### config.mk
export PLATFORM = sky130hd
export DESIGN_NAME = csv_four_int_line_parser_unit
export DESIGN_NICKNAME = d
export VERILOG_FILES = /design/src/csvp_pkg.sv /design/src/csvp_field_acc.sv /design/src/csv_four_int_line_parser_unit.sv
export SDC_FILE = /design/constraint.sdc
export NUM_CORES = 1
export LEC_CHECK = 0
export BUFFER_PORTS_ARGS = -buffer_cell sky130_fd_sc_hd__clkbuf_2
export CAP_MARGIN = 20
export CORE_MARGIN = 4
export CORE_UTILIZATION = 54
export CTS_CLUSTER_SIZE = 8
export DETAILED_ROUTE_END_ITERATION = 16
export GPL_ROUTABILITY_DRIVEN = 0
export GPL_TIMING_DRIVEN = 0
export PLACE_DENSITY_LB_ADDON = 0.25
export SLEW_MARGIN = 10
export SYNTH_ARGS = -nofsm -noshare
export SYNTH_HDL_FRONTEND = slang
export SYNTH_SLANG_ARGS = --single-unit
### constraint.sdc
create_clock -name i_clk -period 3.2 [get_ports i_clk]
set_input_delay 0.64 -clock i_clk [delete_from_list [all_inputs] [get_ports i_clk]]
set_output_delay 0.64 -clock i_clk [all_outputs]
set_load 0.02 [all_outputs]
### src/csvp_pkg.sv
package csvp_pkg;

    localparam logic [7:0] CH_COMMA = 8'h2C;
    localparam logic [7:0] CH_CR    = 8'h0D;
    localparam logic [7:0] CH_LF    = 8'h0A;
    localparam logic [7:0] CH_PLUS  = 8'h2B;
    localparam logic [7:0] CH_MINUS = 8'h2D;
    localparam logic [7:0] CH_ZERO  = 8'h30;
    localparam logic [7:0] CH_NINE  = 8'h39;

    localparam int LIMIT_W   = 7;
    localparam int VALUE_W   = 16;
    localparam int NUM_HELD  = 4;
    localparam int NUM_LINE  = 3;
    localparam int RESULT_W  = 2 + NUM_HELD * VALUE_W;
    localparam int M_TDATA_W = ((RESULT_W + 7) / 8) * 8;

    localparam logic [LIMIT_W-1:0] LIMIT_RESET = 7'd80;
    localparam logic [VALUE_W-1:0] MAG_CAP     = 16'h8000;
    localparam logic [VALUE_W-1:0] POS_MAX     = 16'h7FFF;

    typedef enum logic [1:0] {
        ST_OK    = 2'd0,
        ST_BLANK = 2'd1,
        ST_SHORT = 2'd2
    } t_status;

    typedef struct packed {
        logic clear;
        logic step;
    } t_field_ctl;

    function automatic logic is_blank(input logic [7:0] c);
        return (c == 8'h20) || (c == 8'h09) || (c == 8'h0B) || (c == 8'h0C);
    endfunction

endpackage

### src/csvp_field_acc.sv
module csvp_field_acc (
    input  logic                          i_clk,
    input  logic                          i_rst_n,
    input  csvp_pkg::t_field_ctl          i_ctl,
    input  logic [7:0]                    i_char,
    output logic [csvp_pkg::VALUE_W-1:0]  o_value
);

    typedef enum logic [1:0] {
        PH_BLANKS = 2'd0,
        PH_SIGN   = 2'd1,
        PH_DIGITS = 2'd2,
        PH_DONE   = 2'd3
    } t_phase;

    t_phase                        r_phase, n_phase;
    logic                          r_neg, n_neg;
    logic [csvp_pkg::VALUE_W-1:0]  r_mag, n_mag;
    logic [csvp_pkg::VALUE_W+2:0]  prod;
    logic                          digit;

    assign digit = (i_char >= csvp_pkg::CH_ZERO) && (i_char <= csvp_pkg::CH_NINE);
    assign prod  = ({3'b000, r_mag} << 3) + ({3'b000, r_mag} << 1)
                 + {15'd0, i_char[3:0]};

    always_comb begin
        n_phase = r_phase;
        n_neg   = r_neg;
        n_mag   = r_mag;
        if (i_ctl.clear) begin
            n_phase = PH_BLANKS;
            n_neg   = 1'b0;
            n_mag   = '0;
        end else if (i_ctl.step) begin
            if (r_phase == PH_BLANKS && csvp_pkg::is_blank(i_char)) begin
                n_phase = r_phase;
            end else if (r_phase == PH_BLANKS &&
                         (i_char == csvp_pkg::CH_PLUS || i_char == csvp_pkg::CH_MINUS)) begin
                n_neg   = (i_char == csvp_pkg::CH_MINUS);
                n_phase = PH_SIGN;
            end else if (r_phase == PH_DONE) begin
                n_phase = r_phase;
            end else if (digit) begin
                n_mag   = (prod > {3'b000, csvp_pkg::MAG_CAP}) ? csvp_pkg::MAG_CAP
                                                               : prod[csvp_pkg::VALUE_W-1:0];
                n_phase = PH_DIGITS;
            end else begin
                n_phase = PH_DONE;
            end
        end
    end

    always_ff @(posedge i_clk) begin
        if (!i_rst_n) begin
            r_phase <= PH_BLANKS;
            r_neg   <= 1'b0;
            r_mag   <= '0;
        end else begin
            r_phase <= n_phase;
            r_neg   <= n_neg;
            r_mag   <= n_mag;
        end
    end

    // two's complement of the magnitude; positive side clamps at 32767
    assign o_value = r_neg ? (~r_mag + 16'd1)
                           : (r_mag[csvp_pkg::VALUE_W-1] ? csvp_pkg::POS_MAX : r_mag);

endmodule

### src/csv_four_int_line_parser_unit.sv
// Line parser for comma-separated text carrying four decimal integers. Bytes
// enter on the slave stream, one word per cycle when the output is not stalled;
// each byte is latched in an input register and handled from there, and a
// newline's result word is then registered in an output register. CR is
// dropped, each newline yields one result word (status plus the four held
// values, which change only on a well-formed line) and other bytes yield none.
// Fields are read atol-style and clamp to the signed 16-bit range. A byte that
// arrives with the line already at line_limit clears the line and is dropped.
// line_limit resets to 80 and should only be written while the block is idle.
module csv_four_int_line_parser_unit (
    input  logic                               i_clk,
    input  logic                               i_rst_n,
    input  logic                               i_cfg_we,
    input  logic [csvp_pkg::LIMIT_W-1:0]       i_cfg_wdata,
    input  logic                               s_axis_tvalid,
    output logic                               s_axis_tready,
    input  logic [7:0]                         s_axis_tdata,   // [7:0] rx_byte
    output logic                               m_axis_tvalid,
    input  logic                               m_axis_tready,
    // [1:0] status, [17:2] right_motor, [33:18] left_motor,
    // [49:34] servo_angle, [65:50] distance, [71:66] zero
    output logic [csvp_pkg::M_TDATA_W-1:0]     m_axis_tdata
);

    logic [csvp_pkg::LIMIT_W-1:0]  r_line_limit;
    logic [csvp_pkg::LIMIT_W-1:0]  r_line_length, n_line_length;
    logic [1:0]                    r_comma_count, n_comma_count;
    logic                          r_nonblank, n_nonblank;
    logic [csvp_pkg::VALUE_W-1:0]  r_line_fields [csvp_pkg::NUM_LINE];
    logic [csvp_pkg::VALUE_W-1:0]  n_line_fields [csvp_pkg::NUM_LINE];
    logic [csvp_pkg::VALUE_W-1:0]  r_held [csvp_pkg::NUM_HELD];
    logic [csvp_pkg::VALUE_W-1:0]  n_held [csvp_pkg::NUM_HELD];

    logic                          r_in_valid;
    logic [7:0]                    r_in_byte;
    logic                          r_out_valid, n_out_valid;
    logic [csvp_pkg::RESULT_W-1:0] r_out_data, n_out_data;

    csvp_pkg::t_field_ctl          field_ctl;
    csvp_pkg::t_status             status;
    logic [csvp_pkg::VALUE_W-1:0]  field_value;
    logic                          out_free;
    logic                          is_lf;
    logic                          consume;

    assign out_free      = !r_out_valid || m_axis_tready;
    assign is_lf         = (r_in_byte == csvp_pkg::CH_LF);
    assign consume       = r_in_valid && (!is_lf || out_free);
    assign s_axis_tready = !r_in_valid || consume;

    csvp_field_acc u_field (
        .i_clk   (i_clk),
        .i_rst_n (i_rst_n),
        .i_ctl   (field_ctl),
        .i_char  (r_in_byte),
        .o_value (field_value)
    );

    always_comb begin
        n_line_length   = r_line_length;
        n_comma_count   = r_comma_count;
        n_nonblank      = r_nonblank;
        n_line_fields   = r_line_fields;
        n_held          = r_held;
        n_out_valid     = r_out_valid && !m_axis_tready;
        n_out_data      = r_out_data;
        field_ctl.clear = 1'b0;
        field_ctl.step  = 1'b0;
        status          = csvp_pkg::ST_OK;

        if (consume && r_in_byte != csvp_pkg::CH_CR) begin
            if (is_lf) begin
                if (!r_nonblank) begin
                    status = csvp_pkg::ST_BLANK;
                end else if (r_comma_count != 2'd3) begin
                    status = csvp_pkg::ST_SHORT;
                end else begin
                    status = csvp_pkg::ST_OK;
                    for (int i = 0; i < csvp_pkg::NUM_LINE; i++) begin
                        n_held[i] = r_line_fields[i];
                    end
                    n_held[csvp_pkg::NUM_HELD-1] = field_value;
                end
                n_out_valid = 1'b1;
                n_out_data  = {n_held[3], n_held[2], n_held[1], n_held[0], status};
            end

            if (is_lf || r_line_length >= r_line_limit) begin
                n_line_length   = '0;
                n_comma_count   = '0;
                n_nonblank      = 1'b0;
                for (int i = 0; i < csvp_pkg::NUM_LINE; i++) begin
                    n_line_fields[i] = '0;
                end
                field_ctl.clear = 1'b1;
            end else begin
                n_line_length = r_line_length + 7'd1;
                if (!csvp_pkg::is_blank(r_in_byte)) begin
                    n_nonblank = 1'b1;
                end
                if (r_in_byte == csvp_pkg::CH_COMMA && r_comma_count != 2'd3) begin
                    for (int i = 0; i < csvp_pkg::NUM_LINE; i++) begin
                        if (r_comma_count == 2'(i)) begin
                            n_line_fields[i] = field_value;
                        end
                    end
                    n_comma_count   = r_comma_count + 2'd1;
                    field_ctl.clear = 1'b1;
                end else begin
                    field_ctl.step = 1'b1;
                end
            end
        end
    end

    always_ff @(posedge i_clk) begin
        if (!i_rst_n) begin
            r_line_limit  <= csvp_pkg::LIMIT_RESET;
            r_line_length <= '0;
            r_comma_count <= '0;
            r_nonblank    <= 1'b0;
            for (int i = 0; i < csvp_pkg::NUM_LINE; i++) begin
                r_line_fields[i] <= '0;
            end
            for (int i = 0; i < csvp_pkg::NUM_HELD; i++) begin
                r_held[i] <= '0;
            end
            r_in_valid    <= 1'b0;
            r_out_valid   <= 1'b0;
        end else begin
            if (i_cfg_we) begin
                r_line_limit <= i_cfg_wdata;
            end
            r_line_length <= n_line_length;
            r_comma_count <= n_comma_count;
            r_nonblank    <= n_nonblank;
            r_line_fields <= n_line_fields;
            r_held        <= n_held;
            if (s_axis_tready) begin
                r_in_valid <= s_axis_tvalid;
            end
            r_out_valid   <= n_out_valid;
        end
    end

    always_ff @(posedge i_clk) begin
        if (s_axis_tready) begin
            r_in_byte <= s_axis_tdata;
        end
        r_out_data <= n_out_data;
    end

    assign m_axis_tvalid = r_out_valid;
    assign m_axis_tdata  = {{(csvp_pkg::M_TDATA_W - csvp_pkg::RESULT_W){1'b0}}, r_out_data};

endmodule

# After elaboration in Yosys (flattened, before gate mapping)
# Index checks and enable logic that the tools add are counted.
[totals]
reg_bits = 224
inputBits = 20
[op_classes]
add_sub_neg = 5
order_cmp = 4
eq_ne = 15
mux = 26
n_bitwise = 5
reduce_logical = 35
[op_table]
columns = ["op", "count"]
rows = [
  ["two-way mux 64 bit", 2],
  ["two-way mux 48 bit", 2],
  ["two-way mux 16 bit", 5],
  ["== test 8 x 4 -> 1 bit (second input constant)", 4],
  ["== test 8 x 6 -> 1 bit (second input constant)", 4],
  ["adder 19 x 17 -> 19 bit", 1],
  ["adder 19 x 4 -> 19 bit", 1],
  ["greater-than comparator 19 x 16 -> 1 bit (second input constant)", 1],
  ["adder 16 x 1 -> 16 bit (second input constant)", 1],
  ["NOT 16 bit", 1],
  ["two-way mux 15 bit", 1],
  ["AND reduction 3 bit", 5],
  ["two-way mux 2 bit", 6],
  ["two-way mux 1 bit", 9],
  [">= comparator 8 x 6 -> 1 bit (second input constant)", 1],
  ["less-or-equal comparator 8 x 6 -> 1 bit (second input constant)", 1],
  ["logical OR 1 bit", 8],
  ["inequality test 8 x 4 -> 1 bit (second input constant)", 1],
  ["nonzero test 2 bit", 4],
  ["adder 7 x 1 -> 7 bit (second input constant)", 1],
  [">= comparator 7 bit", 1],
  ["logical AND 1 bit", 7],
  ["two-way mux 7 bit", 1],
  ["AND reduction 2 bit", 3],
  ["other kinds (10)", 19],
]

# Logic depth before layout (Yosys ltp)
[depth]
depth_word = 7
mapped_depth = 12
depth_no_buf = 11

# Modules after synthesis
# A second synthesis with hierarchy kept.
[unflattened]
cells_unflattened = 946
area_unflattened_um2 = 10575.1
[by_module_without_submodules]
columns = ["module", "n_inst", "cells_each", "area_per_inst_um2", "seq_area_each_um2"]
rows = [
  ["csv_four_int_line_parser_unit", 1, 608, 8066.5, 4844.6],
  ["csvp_field_acc", 1, 338, 2508.7, 380.4],
]

# Worst setup path before layout
# Ideal clock, no wire load.
[synth_timing]
kind = "register to register"
startpoint = "register u_field.r_mag[2] (netlist bit)"
endpoint = "register u_field.r_mag[7] (netlist bit)"
arrival_ns = 3.111
setup_slack_ns = 0.001
stages_incl_launch_ff = 12
path_buffers = 1
cell_sequence = "dfxtp_1 clkbuf_1 inv_1 fa_1 fa_1 nor2b_1 o31ai_1 a311oi_1 a2111oi_0 nor3_1 nand3_1 o31ai_1"
[synth_between]
elab_chain_cells = 4
[synth_rtl]
columns = ["item", "line_no", "source"]
rows = [
  ["from (decl)", "csvp_field_acc.sv:18", "logic [csvp_pkg::VALUE_W-1:0] r_mag, n_mag;"],
  ["from (signal assigned)", "csvp_field_acc.sv:61", "r_mag <= n_mag;"],
  ["adder 19 x 17 -> 19 bit *", "csvp_field_acc.sv:23", "assign prod = ({3'b000, r_mag} << 3) + ({3'b000, r_mag} << 1)"],
  ["adder 19 x 4 -> 19 bit *", "csvp_field_acc.sv:24", "+ {15'd0, i_char[3:0]};"],
  ["greater-than comparator 19 x 16 -> 1 bit", "csvp_field_acc.sv:44", "n_mag = (prod > {3'b000, csvp_pkg::MAG_CAP}) ? csvp_pkg::MAG_CAP"],
  ["two-way mux 16 bit *", "csvp_field_acc.sv:44", ""],
]
# Mark *: on every way between the ends. The rest lies on a longest branch, timed or not.
# A chain may end at the register's enable or synchronous reset.

# Worst setup path after layout
[layout_timing]
startpoint = "register u_field.r_mag[0] (netlist bit)"
endpoint = "register u_field.r_mag[8] (netlist bit)"
# Same word-level chain as after synthesis.

==> run summary <==
## GRT
- **via count of the first global-routing pass** 7741
- **overall fraction of global-route tracks in use** 22.10%
- **antenna violations before repair** 0
- **global-route wire length before repair** 39540 µm
- **largest net degree at the start of global routing** 46
- **total overflow reported by the global router** 0

## Drt
- **remaining design rule violation count** 0
- **via/cell ratio** 5.499
- **final wirelength** 25350 µm
- **Initial DRT Pass Iterations** 7
- **remaining antenna violation count** 0
- **overall via count from detail_route** 8128
- **number of DRC markers in iteration 0** 562
- **routed len/inst** 17.15 µm

## Die
- **effective utilization at floorplan** 54.90%
- **die width** 148.7 µm
- **number of standard-cell rows in the floorplan** 51
- **height of the chip** 148.7 µm
- **count of boundary I/O pins** 94
- **total die area** 22100 µm²
- **total core area** 19460 µm²

## Critical path
- **number of buffer and inverter stages on the critical path** 5
- **FF-to-FF Start** u_field.r_mag[0]
- **slowest cell delay on critical path** 390 ps
- **Top delay family on crit path** compound AO/OA/AOI/OAI gates
- **kind of start point of the critical path** register
- **Worst Reg-to-Reg Cells** 14
- **critical path peak fanout** 6
- **Critical-path top delay cell** o211ai_1
- **endpoint arrival time on the critical path** 3540 ps
- **first element of the critical path** u_field.r_mag[0]
- **flop2flop setup slack** 80 ps
- **end of the critical path** u_field.r_mag[8]
- **endpoint of the lowest-slack register-to-register path** u_field.r_mag[8]
- **Crit Path Category** register to register
- **endpoint kind of the worst setup timing path** register
- **data required time of the critical path** 3620 ps
- **Critical Path Stages** 14
- **worst path cell trace** inv_2, fa_2, inv_1, ha_1, o211ai_1, o211ai_1, buf_4, a21oi_2, o31ai_2, xnor2_1, buf_4, a41oi_4, buf_6, o31ai_4

## Yosys
- **Synth Warn #** 0
- **Top FF cell, synth** dfxtp_1
- **Syn Area/Cell** 10.16 µm²
- **number of flops mapped to enable cells by yosys** 74
- **fraction of the yosys area taken by sequential cells** 48.91%
- **area fraction in compound gates after synthesis** 13.94%
- **share of synthesized cell area in and, or, nand and nor gates** 15.67%
- **flop and latch count out of synthesis** 224
- **main combinational cell family by area after synthesis** simple AND/OR/NAND/NOR gates
- **netlist area before placement** 10680 µm²
- **Mapped Cells** 1052
- **synth unique cells** 64
- **multiplexer fraction of the synthesized cell area** 10.25%
- **area share of fa/ha/maj cells after synthesis** 5.645%
- **fraction of registers with async set/reset** 0%
- **xor and xnor fraction of the mapped netlist area** 1.476%

## Timing
- **final hold vios** 0
- **total of endpoints with negative setup slack in the final report** 0
- **Least-Margin Pin Slew** 1011 ps
- **smallest setup slack after layout** 81.52 ps
- **final worst path period need** 3118 ps
- **maximum clock frequency** 320.7 MHz
- **final slew viol count** 0
- **clock skew after layout** 12.52 ps
- **relative max-transition margin** 32.04%
- **final period utilization** 97.45%

## Cells and area
- **end-of-flow core utilization** 65.75%
- **area grow syn2layout** 19.77%
- **area taken by flip-flops and latches** 5239 µm²
- **filler instances** 1506
- **share of cells above drive strength 1** 22.34%
- **Final Non-Filler Cells** 1478
- **post-route cell area** 12800 µm²
- **Antenna Diode Count** 0
- **area occupied by multi-input gates** 5315 µm²
- **final net count** 1261

## Clocking
- **post-cts hold buffer count** 0
- **root cell of the clock tree** clkbuf_16
- **CTS tree** done
- **clk slew on worst S/H paths** 50 ps
- **clock latency reported for the late side of the worst-skew pair** 550 ps
- **total CTS buffers** 31
- **CTS sink cnt** 224
- **Max Root-Sink Buffers** 3
- **maximum level of the CTS H-tree** 1

## Run
- **Max-Cap Viols** 0

## Power
- **Worst IR Drop VDD** 407.8 µV
- **Leakage** 4.917 nW
- **Power per Cell Area** 473.9 nW/µm²

## Place
- **post-placement setup slack** -667.7 ps
- **DP HPWL** 17570 µm
- **area post-placement** 11490 µm²
- **number of port buffers** 85
- **cell total after placement** 1408

## Worst hold path
- **launch point of the worst hold path** s_axis_tdata[7]
- **worst min-delay path class** input pin to register

## Outcome
- **outcome** complete, no violations

==> report_power, final <==
| part | internal (mW) | switching (mW) | total [mW] |
|---|---|---|---|
| Combinational | 0.0772 | 0.0985 | 0.176 |
| Clock | 1.79 | 1.15 | 2.93 |
| Sequential | 2.94 | 0.0145 | 2.96 |
==> layout by cell type, fill, tap and decap left out, types with 6 or more instances in the layout <==
master,instances
mux2i_1,52
a21oi_1,25
a21boi_0,58
xor2_1,9
nand2_1,150
nand3_1,20
buf_2,18
clkbuf_1,53
o21ai_0,34
o31ai_1,11
a31oi_1,8
dfxtp_1,143
o22ai_1,6
edfxtp_1,74
mux2_2,51
clkbuf_16,31
nand4_1,11
a21o_1,12
nor2b_1,50
ha_1,42
and2_1,8
o21a_1,8
nor3_1,11
o2bb2ai_1,6
nor3b_1,8
inv_1,29
xnor2_1,6
buf_4,26
conb_1,6
o211ai_1,7
nor2_1,50
clkbuf_2,86
==> cell type report <==
type	count	share of cell area, %
tap	265	2.591
clock buffer	51	6.649
clock inverter	1	0.1564
inverter	33	0.9680
multi-input combinational	733	41.54
buffer	66	2.445
timing repair buffer	105	4.713
sequential	224	40.94
==> stage by stage <==
step	hold slack, ps	setup TNS, ps	power (mW)
after floorplan	432.2	0	3.123
after global placement	445.3	-52150	3.169
after detailed placement	446.8	-8856	3.171
after CTS	255.7	0	6.095
after global routing	256.9	-392.0	6.264
final	274.8	0	6.064
==> cells in the mapped netlist, types with 5 or more instances <==
master / instances / area [µm²]
a31oi_1: 8 / 50.05
clkbuf_1: 35 / 131.4
nor3b_1: 8 / 60.06
a21oi_1: 29 / 145.1
dfxtp_1: 150 / 3003
inv_1: 33 / 123.9
buf_4: 9 / 67.56
o31ai_1: 17 / 127.6
a211oi_1: 5 / 37.54
o22ai_1: 6 / 37.54
buf_2: 19 / 95.09
nor2b_1: 51 / 319.1
mux2_2: 51 / 574.3
nand3_1: 21 / 105.1
nand2b_1: 5 / 31.28
nor2_1: 50 / 187.7
xor2_1: 11 / 96.34
o21ai_0: 37 / 185.2
a21boi_0: 59 / 442.9
nor3_1: 13 / 65.06
or3_1: 6 / 37.54
mux2i_1: 52 / 520.5
o21a_1: 8 / 60.06
buf_1: 5 / 18.77
xnor2_1: 7 / 61.31
a21o_1: 12 / 90.09
ha_1: 45 / 563.0
nand4_1: 11 / 68.82
nand2_1: 150 / 563.0
o211ai_1: 7 / 52.55
and2_1: 9 / 56.30
o2bb2ai_1: 6 / 52.55
edfxtp_1: 74 / 2222
==> cells by family (layout without fill, tap and decap cells) <==
group / Yosys count / after routing
simple gates: 342 / 343
flops: 224 / 224
compound gates: 216 / 216
mux: 103 / 103
buf+inv: 101 / 256
fa+ha+maj: 47 / 47
xor+xnor: 18 / 18
other cells: 1 / 6
==> metal layers <==
metal,up-vias,part of all wire [%],wire length (µm),GRT usage (%)
li1,4010,-,-,-
met1,3846,44,11100,29.19
met2,226,49,12410,38.03
met3,46,4.7,1202,2.620
met4,0,2.5,635,7.067
met5,-,0,0,0
==> how the worst min path moves through the flow <==
stage,endpoint,cells past startpoint
5_1_grt,r_in_byte[6],1
4_1_cts,r_in_byte[7],1
2_1_floorplan,r_line_fields[13],2
3_3_place_gp,r_line_fields[15],2
6_report,r_in_byte[7],1
3_5_place_dp,r_line_fields[15],2
==> timing repair <==
| action | in CTS | in global routing |
|---|---|---|
| setup buffers | 8 | 10 |
| endpoints found under the hold margin | 0 | 0 |
| pin swaps | 10 | 16 |
| endpoints found under the setup margin | 16 | 60 |
| resized for setup | 18 | 47 |
| gates cloned | 0 | 2 |
==> state kept, by name (all words and copies together) (netlist names) <==
name,cells
u_field.r_phase,2
r_out_data,66
r_line_length,7
r_in_valid,1
u_field.r_mag,16
m_axis_tvalid,1
r_comma_count,2
r_line_fields,48
r_in_byte,8
r_held,64
r_line_limit,7
r_nonblank,1
u_field.r_neg,1
==> worst reg2reg max path: cells and delay by family, from the launching register on <==
family / cells / cell delay, ps
AO/OA/AOI/OAI: 6 / 1160
adder cells (fa/ha/maj): 2 / 690
buffers and inverters: 5 / 670
flip-flops: 1 / 380
XOR/XNOR: 1 / 100
Note: power is estimated with default switching activity, not from simulation.
